==> src/sv/assert_macros.svh <==
// Assertion helper macros shared by the deframer RTL.
// Assertions are clocked on clk_i and masked while rst_ni is low.
// Simulation builds get the checks; synthesis builds get empty bodies.
`ifndef ASSERT_MACROS_SVH
`define ASSERT_MACROS_SVH
`ifndef SYNTHESIS
`define ASSERT_HOLDS(lbl, prop, msg) \
  lbl: assert property (@(posedge clk_i) disable iff (!rst_ni) prop) else $error(msg);
`define ASSERT_NEVER(lbl, expr, msg) \
  lbl: assert property (@(posedge clk_i) disable iff (!rst_ni) !(expr)) else $error(msg);
`else
`define ASSERT_HOLDS(lbl, prop, msg)
`define ASSERT_NEVER(lbl, expr, msg)
`endif
`endif

==> src/sv/wsdf_pkg.sv <==
// Types and constants for the WebSocket frame deframer.
// Standalone package; used by websocket_frame_deframer.
package wsdf_pkg;

  // Parser phase, one-hot
  typedef enum logic [5:0] {
    PH_HDR0    = 6'b000001,
    PH_HDR1    = 6'b000010,
    PH_EXTLEN  = 6'b000100,
    PH_MASKKEY = 6'b001000,
    PH_PAYLOAD = 6'b010000,
    PH_STOPPED = 6'b100000
  } phase_e;

  // Frame opcodes
  localparam logic [3:0] OP_CONT  = 4'h0;
  localparam logic [3:0] OP_TEXT  = 4'h1;
  localparam logic [3:0] OP_BIN   = 4'h2;
  localparam logic [3:0] OP_CLOSE = 4'h8;
  localparam logic [3:0] OP_PING  = 4'h9;
  localparam logic [3:0] OP_PONG  = 4'hA;

  // Result kinds
  localparam logic [1:0] KIND_PAYLOAD   = 2'd0;
  localparam logic [1:0] KIND_EMPTY_END = 2'd1;
  localparam logic [1:0] KIND_CLOSE     = 2'd2;
  localparam logic [1:0] KIND_ERROR     = 2'd3;

  // Length codes in the second header byte
  localparam logic [6:0] LEN_CTRL_MAX = 7'd125;
  localparam logic [6:0] LEN_CODE16   = 7'd126;
  localparam logic [6:0] LEN_CODE64   = 7'd127;

  // Remaining header bytes after the first one of each extension
  localparam logic [2:0] EXT16_LEFT = 3'd1;
  localparam logic [2:0] EXT64_LEFT = 3'd7;
  localparam logic [2:0] MASK_LEFT  = 3'd3;

  localparam int unsigned LEN_W = 64;

endpackage

==> src/sv/websocket_frame_deframer.sv <==
// WebSocket receive deframer: one byte per request, zero or one result per byte.
// A result is registered and appears on the outputs in the cycle after its byte is taken.
// Throughput: one byte per cycle; the only back-pressure is a full result
// register whose request is being stalled downstream.
// Reset (rst_ni low, asynchronous): parser back to the first header byte,
// message type binary, result register empty. Depends on wsdf_pkg, assert_macros.svh.
`include "assert_macros.svh"

module websocket_frame_deframer (
  input  logic       clk_i,
  input  logic       rst_ni,
  // byte stream in
  input  logic       in_valid_i,
  output logic       in_stall_o,
  input  logic [7:0] rx_byte_i,
  // results out
  output logic       out_valid_o,
  input  logic       out_stall_i,
  output logic [1:0] kind_o,
  output logic [7:0] data_byte_o,
  output logic       message_is_binary_o,
  output logic       message_end_o
);

  localparam int unsigned LW = wsdf_pkg::LEN_W;

  // Parser state
  wsdf_pkg::phase_e phase_q, phase_d;
  logic             final_q, final_d;     // FIN of current frame
  logic [3:0]       op_q, op_d;           // opcode of current frame
  logic             masked_q, masked_d;   // mask bit of current frame
  logic [2:0]       hbc_q, hbc_d;         // header bytes still to come
  logic [LW-1:0]    rem_q, rem_d;         // payload bytes still to come
  logic             bin_q, bin_d;         // current message type

  // Result register
  logic       out_valid_q, out_valid_d;
  logic [1:0] kind_q;
  logic [7:0] data_q;
  logic       mbin_q;
  logic       mend_q;

  // Combinational result of this byte
  logic       res_valid;
  logic [1:0] res_kind;
  logic [7:0] res_data;
  logic       res_bin;
  logic       res_end;

  logic          in_acc;
  logic          out_load;
  logic          data_op;
  logic          hdr_done;   // length (and any mask key) is complete
  logic          masked_hd;  // mask bit seen by the header completion step
  logic [LW-1:0] rem_hd;     // length seen by the header completion step
  logic [LW-1:0] rem_ext;
  logic [LW-1:0] rem_dec;
  logic [3:0]    rx_op;
  logic          rx_ctrl;
  logic          rx_known;
  logic [6:0]    rx_len;

  // A byte may come in unless the result register is full and held.
  assign in_stall_o = out_valid_q & out_stall_i;
  assign in_acc     = in_valid_i & ~in_stall_o;
  assign out_load   = ~out_valid_q | ~out_stall_i;

  assign data_op = (op_q == wsdf_pkg::OP_CONT) || (op_q == wsdf_pkg::OP_TEXT) ||
                   (op_q == wsdf_pkg::OP_BIN);

  assign rx_op    = rx_byte_i[3:0];
  assign rx_ctrl  = (rx_op == wsdf_pkg::OP_CLOSE) || (rx_op == wsdf_pkg::OP_PING);
  assign rx_known = rx_ctrl || (rx_op == wsdf_pkg::OP_CONT) || (rx_op == wsdf_pkg::OP_TEXT) ||
                    (rx_op == wsdf_pkg::OP_BIN) || (rx_op == wsdf_pkg::OP_PONG);
  assign rx_len   = rx_byte_i[6:0];

  // Extended length is big-endian: shift in one byte at a time.
  assign rem_ext = {rem_q[LW-9:0], rx_byte_i};
  assign rem_dec = rem_q - LW'(1);

  always_comb begin
    phase_d   = phase_q;
    final_d   = final_q;
    op_d      = op_q;
    masked_d  = masked_q;
    hbc_d     = hbc_q;
    rem_d     = rem_q;
    bin_d     = bin_q;
    res_valid = 1'b0;
    res_kind  = wsdf_pkg::KIND_PAYLOAD;
    res_data  = 8'd0;
    res_bin   = 1'b0;
    res_end   = 1'b0;
    hdr_done  = 1'b0;
    masked_hd = masked_q;
    rem_hd    = rem_q;

    if (in_acc) begin
      unique case (phase_q)
        wsdf_pkg::PH_HDR0: begin
          final_d = rx_byte_i[7];
          op_d    = rx_op;
          // RSV bits are tolerated on pong only
          if (((rx_byte_i[6:4] != 3'd0) && (rx_op != wsdf_pkg::OP_PONG)) || !rx_known ||
              (rx_ctrl && !rx_byte_i[7])) begin
            phase_d   = wsdf_pkg::PH_STOPPED;
            res_valid = 1'b1;
            res_kind  = wsdf_pkg::KIND_ERROR;
          end else begin
            if (rx_op == wsdf_pkg::OP_TEXT) begin
              bin_d = 1'b0;
            end else if (rx_op == wsdf_pkg::OP_BIN) begin
              bin_d = 1'b1;
            end
            phase_d = wsdf_pkg::PH_HDR1;
          end
        end
        wsdf_pkg::PH_HDR1: begin
          masked_d = rx_byte_i[7];
          if (rx_byte_i[7] && (op_q != wsdf_pkg::OP_PONG)) begin
            phase_d   = wsdf_pkg::PH_STOPPED;
            res_valid = 1'b1;
            res_kind  = wsdf_pkg::KIND_ERROR;
          end else if (op_q == wsdf_pkg::OP_CLOSE) begin
            // close payload is never read
            phase_d   = wsdf_pkg::PH_STOPPED;
            res_valid = 1'b1;
            res_kind  = wsdf_pkg::KIND_CLOSE;
          end else if ((op_q == wsdf_pkg::OP_PING) && (rx_len > wsdf_pkg::LEN_CTRL_MAX)) begin
            phase_d   = wsdf_pkg::PH_STOPPED;
            res_valid = 1'b1;
            res_kind  = wsdf_pkg::KIND_ERROR;
          end else if (rx_len == wsdf_pkg::LEN_CODE16) begin
            rem_d   = '0;
            hbc_d   = wsdf_pkg::EXT16_LEFT;
            phase_d = wsdf_pkg::PH_EXTLEN;
          end else if (rx_len == wsdf_pkg::LEN_CODE64) begin
            rem_d   = '0;
            hbc_d   = wsdf_pkg::EXT64_LEFT;
            phase_d = wsdf_pkg::PH_EXTLEN;
          end else begin
            rem_d     = {{(LW-7){1'b0}}, rx_len};
            rem_hd    = {{(LW-7){1'b0}}, rx_len};
            masked_hd = rx_byte_i[7];
            hdr_done  = 1'b1;
          end
        end
        wsdf_pkg::PH_EXTLEN: begin
          rem_d = rem_ext;
          if (hbc_q != 3'd0) begin
            hbc_d = hbc_q - 3'd1;
          end else begin
            rem_hd   = rem_ext;
            hdr_done = 1'b1;
          end
        end
        wsdf_pkg::PH_MASKKEY: begin
          if (hbc_q != 3'd0) begin
            hbc_d = hbc_q - 3'd1;
          end else begin
            hdr_done = 1'b1;
          end
        end
        wsdf_pkg::PH_PAYLOAD: begin
          rem_d = rem_dec;
          if (rem_dec == '0) begin
            phase_d = wsdf_pkg::PH_HDR0;
          end
          // ping and pong payloads are swallowed
          if (data_op) begin
            res_valid = 1'b1;
            res_kind  = wsdf_pkg::KIND_PAYLOAD;
            res_data  = rx_byte_i;
            res_bin   = bin_q;
            res_end   = final_q && (rem_dec == '0);
          end
        end
        wsdf_pkg::PH_STOPPED: begin
          // dead until reset
        end
        default: begin
          phase_d = wsdf_pkg::PH_STOPPED;
        end
      endcase

      // Header complete: masked pong first skips its key, then payload or frame end.
      if (hdr_done) begin
        if (masked_hd && (op_q == wsdf_pkg::OP_PONG) && (phase_q != wsdf_pkg::PH_MASKKEY)) begin
          phase_d = wsdf_pkg::PH_MASKKEY;
          hbc_d   = wsdf_pkg::MASK_LEFT;
        end else if (rem_hd == '0) begin
          phase_d = wsdf_pkg::PH_HDR0;
          if (data_op && final_q) begin
            res_valid = 1'b1;
            res_kind  = wsdf_pkg::KIND_EMPTY_END;
            res_bin   = bin_q;
            res_end   = 1'b1;
          end
        end else begin
          phase_d = wsdf_pkg::PH_PAYLOAD;
        end
      end
    end
  end

  assign out_valid_d = out_load ? (in_acc & res_valid) : out_valid_q;

  always_ff @(posedge clk_i or negedge rst_ni) begin
    if (!rst_ni) begin
      phase_q     <= wsdf_pkg::PH_HDR0;
      final_q     <= 1'b0;
      op_q        <= wsdf_pkg::OP_CONT;
      masked_q    <= 1'b0;
      hbc_q       <= 3'd0;
      rem_q       <= '0;
      bin_q       <= 1'b1;
      out_valid_q <= 1'b0;
    end else begin
      phase_q     <= phase_d;
      final_q     <= final_d;
      op_q        <= op_d;
      masked_q    <= masked_d;
      hbc_q       <= hbc_d;
      rem_q       <= rem_d;
      bin_q       <= bin_d;
      out_valid_q <= out_valid_d;
    end
  end

  // Result payload, no reset needed
  always_ff @(posedge clk_i) begin
    if (out_load && in_acc && res_valid) begin
      kind_q <= res_kind;
      data_q <= res_data;
      mbin_q <= res_bin;
      mend_q <= res_end;
    end
  end

  assign out_valid_o         = out_valid_q;
  assign kind_o              = kind_q;
  assign data_byte_o         = data_q;
  assign message_is_binary_o = mbin_q;
  assign message_end_o       = mend_q;

  // Checks
  logic stopped;
  logic in_payload;
  logic term_res;   // close or error leaving this cycle

  assign stopped    = (phase_q == wsdf_pkg::PH_STOPPED);
  assign in_payload = (phase_q == wsdf_pkg::PH_PAYLOAD);
  assign term_res   = res_valid &&
                      ((res_kind == wsdf_pkg::KIND_CLOSE) || (res_kind == wsdf_pkg::KIND_ERROR));

  `ASSERT_HOLDS(a_stopped_sticks, stopped |=> stopped, "parser left stopped state")
  `ASSERT_HOLDS(a_stopped_silent, (in_acc && stopped) |=> !out_valid_o, "result after stop")
  `ASSERT_HOLDS(a_term_stops, (in_acc && term_res) |=> stopped, "close or error did not stop")
  `ASSERT_NEVER(a_payload_nonzero, in_payload && (rem_q == '0), "payload phase, nothing left")

endmodule
==> config.mk <==
export PLATFORM = sky130hd
export DESIGN_NAME = websocket_frame_deframer
export DESIGN_NICKNAME = d
export VERILOG_FILES = /design/src/sv/wsdf_pkg.sv /design/src/sv/websocket_frame_deframer.sv
export VERILOG_INCLUDE_DIRS = /design/src /design/src/sv
export SDC_FILE = /design/constraint.sdc
export NUM_CORES = 1
export LEC_CHECK = 0
export BUFFER_PORTS_ARGS = -buffer_cell sky130_fd_sc_hd__buf_2
export CORE_MARGIN = 2
export CORE_UTILIZATION = 63
export CTS_CLUSTER_SIZE = 40
export DETAILED_ROUTE_END_ITERATION = 10
export PLACE_DENSITY = 0.87
export SETUP_SLACK_MARGIN = 0.5
export SYNTH_ARGS = -nofsm -noshare
export SYNTH_HDL_FRONTEND = slang
export SYNTH_SLANG_ARGS = --single-unit
==> constraint.sdc <==
create_clock -name clk_i -period 4.7 [get_ports clk_i]
set_input_delay 0.47 -clock clk_i [delete_from_list [all_inputs] [get_ports clk_i]]
set_output_delay 0.47 -clock clk_i [all_outputs]
set_load 0.02 [all_outputs]
==> results_dict.tcl <==
set metrics [dict create \
    yosysSeqAreaShare 0.3602 \
    synth.distinct_cells 69 \
    leakage_uw 0.002695 \
    clk_pin_slew_ns 0.09 \
    synth_seq_cells 93 \
    die_h_um 106.6 \
    antenna_found_initial 0 \
    post-dp-hpwl_mm 13.90 \
    cts.sinks 93 \
    layout_min_cycle_time_ns 3.915 \
    grt_pass1_vias 6324 \
    synth_most_common_cell "o21ai_0" \
    insertion_delay_ns 0.38 \
    drtIter0Drc 885 \
    worstMarginPinSlew_ns 1.047 \
    max_cap_violations 0 \
    fp-row-count 37 \
    hold_viol 0 \
    slew_viol_final 0 \
    drt_first_pass_iters 11 \
    max-vdd-ir-drop_v 0.0001532 \
    critical_path.startpoint_type "register" \
    cts_setup_buffers 0 \
    period_share 0.8329 \
    die_w_um 106.6 \
    critical_path_class "register to register" \
    synth_cells 856 \
    via_per_inst 7.314 \
    async_flop_share 0.8710 \
    total_power_uw 1896 \
    setup_violations 0 \
    violations "design-rule violations" \
    wl_per_cell_um 20.85 \
    yosys-top-cells-area "dfrtp_1 (30%), o21ai_0 (9.8%), nor2_1 (5.5%), edfxtp_1 (5.4%), a21oi_1 (5.1%)" \
    cts_resized 0 \
    synth_flop_cell "dfrtp_1" \
    cts_max_level 3 \
    relSlewSlack 0.3022 \
    drcViolationCount 1 \
    status "complete, but fails checks" \
    grt_pass1_wl_mm 33.26 \
    synth_edf_count 12 \
    worst_ep_required_time_ns 4.96 \
    path_max_fanout 10 \
    rsz0062_at_grt "no" \
    endpoint_kind "register" \
    power_density_nw_per_um2 272.7 \
    tns_ns 0 \
    ioPinCount 26 \
    routabilityCongestion 0.9927 \
    synthTopCellsByCount "o21ai_0 (130), nor2_1 (97), dfrtp_1 (79), clkbuf_1 (73), a21oi_1 (67)" \
    grt_util_all_layers 0.3678 \
    area_delta_synth_final_pct 4.791 \
    core_um2 10280 \
    drive_gt1_frac 0.09592 \
    grt_max_degree 125 \
    grt_overflow 0 \
    avgSynthCellArea_um2 7.750 \
    yosysTopAreaCellShare 0.2980 \
    arrival_ns 4.17 \
    place_area_um2 6764 \
    final_cell_area_um2 6952 \
    syn_nets 872 \
    final_nets 845 \
    ant_nets 0 \
    vias 7095 \
    fin_worst_skew_ns 0.009870 \
    cts_buffers 9 \
    fmax_mhz 255.4 \
    yosys_warnings 0 \
    wl_mm 20.22 \
    diodes 0 \
    portBuffers 25 \
    place_ws_ns 0.7376 \
    hold_buffers 0 \
    cts_root_buf "clkbuf_8" \
    syn-cell-area_um2 6634 \
    cts.path.max_buffers 2 \
    hp-class "primary input to async pin" \
    synth_top_cell_by_area "dfrtp_1" \
    cts_tree "done" \
    die_area_um2 11370 \
    fin_ws_ns 0.7853 \
    start_util 0.6455 \
]
==> logic make-up (layout without fill, tap and decap cells) <==
logic type               Yosys count  in the layout  share of synthesized area
AND/OR/NAND/NOR                  343            343                     0.2765
AO/OA/AOI/OAI                    296            296                     0.2644
buffers and inverters             94             72                    0.05337
flip-flops                        93             93                     0.3602
XOR/XNOR                          16             16                    0.02112
multiplexers                      10             10                    0.01679
adder cells (fa/ha/maj)            4              4                   0.007545
==> layout make-up <==
class                      count  area [um^2]
clock buffer                  11        131.4
clock inverter                 5        51.30
fill                         872         3326
inverter                      18        67.56
multi-input combinational    669         3904
sequential                    93         2390
tap                          136        170.2
timing repair buffer          38        237.7
==> metrics by stage <==
step / hold slack (ns) / util / instances
detailed placement: 0.4937 / 0.6581 / 954
global route: 0.3587 / 0.6764 / 970
CTS: 0.3094 / 0.6759 / 970
floorplan: 0.1744 / - / 856
finish: 0.2733 / 0.6764 / 970
global placement: 0.4793 / 0.6581 / 954
==> path summary, 6_finish.rpt <==
path                       slack, ns   startpoint  depth (start not counted)          end
setup / recovery                0.79    rem_q[13]                          9   phase_q[4]
hold / removal                  0.27       rst_ni                          1  out_valid_o
setup reg to reg                0.79    rem_q[13]                          9   phase_q[4]
hold reg to reg                 0.51     hbc_q[0]                          1     hbc_q[0]
max in group asynchronous       3.76       rst_ni                          1    rem_q[33]
min in group clk_i              0.37  out_stall_i                          3  out_valid_o
==> layer usage <==
metal  GRT usage  routed length, um
met5           0                  0
met4      0.1401                701
met3     0.06626               2355
met2      0.5519               8862
met1      0.5314               8301
==> flip-flops by register name, indices dropped and copies added (netlist names) <==
name                 flops
message_end_o            1
data_byte_o              8
message_is_binary_o      1
out_valid_o              1
kind_o                   2
final_q                  1
rem_q                   64
hbc_q                    3
op_q                     4
phase_q                  6
masked_q                 1
bin_q                    1
==> worst max-delay path, cell delays in order, from the launching register on <==
cell	delay, ns
dfrtp_1	0.52
nor4_2	0.58
nand3_1	0.39
or3_1	0.60
xnor2_1	0.17
a2111oi_0	0.52
and4_1	0.26
nand4_1	0.17
a21boi_2	0.23
mux2_1	0.35
==> placed cells by master, fill, tap and decap left out, types with 10 or more instances in the layout <==
master and n:
a22oi_1 25, buf_4 13, and3_1 10, nand3_1 19, or4_1 12, o21ai_0 130
a21oi_1 67, nor3_1 48, nand2_1 44, nor4_1 36, edfxtp_1 12, dfrtp_1 79
or3_1 12, nand4_1 13, nor2_1 97, inv_1 18, buf_2 24, a32oi_1 13
==> where the power goes <==
part / internal (uW) / total [uW] / switching (uW)
registers: 875 / 963 / 87.7
clock network: 243 / 539 / 296
logic: 149 / 394 / 245
Note: power is estimated with default switching activity, not from simulation.
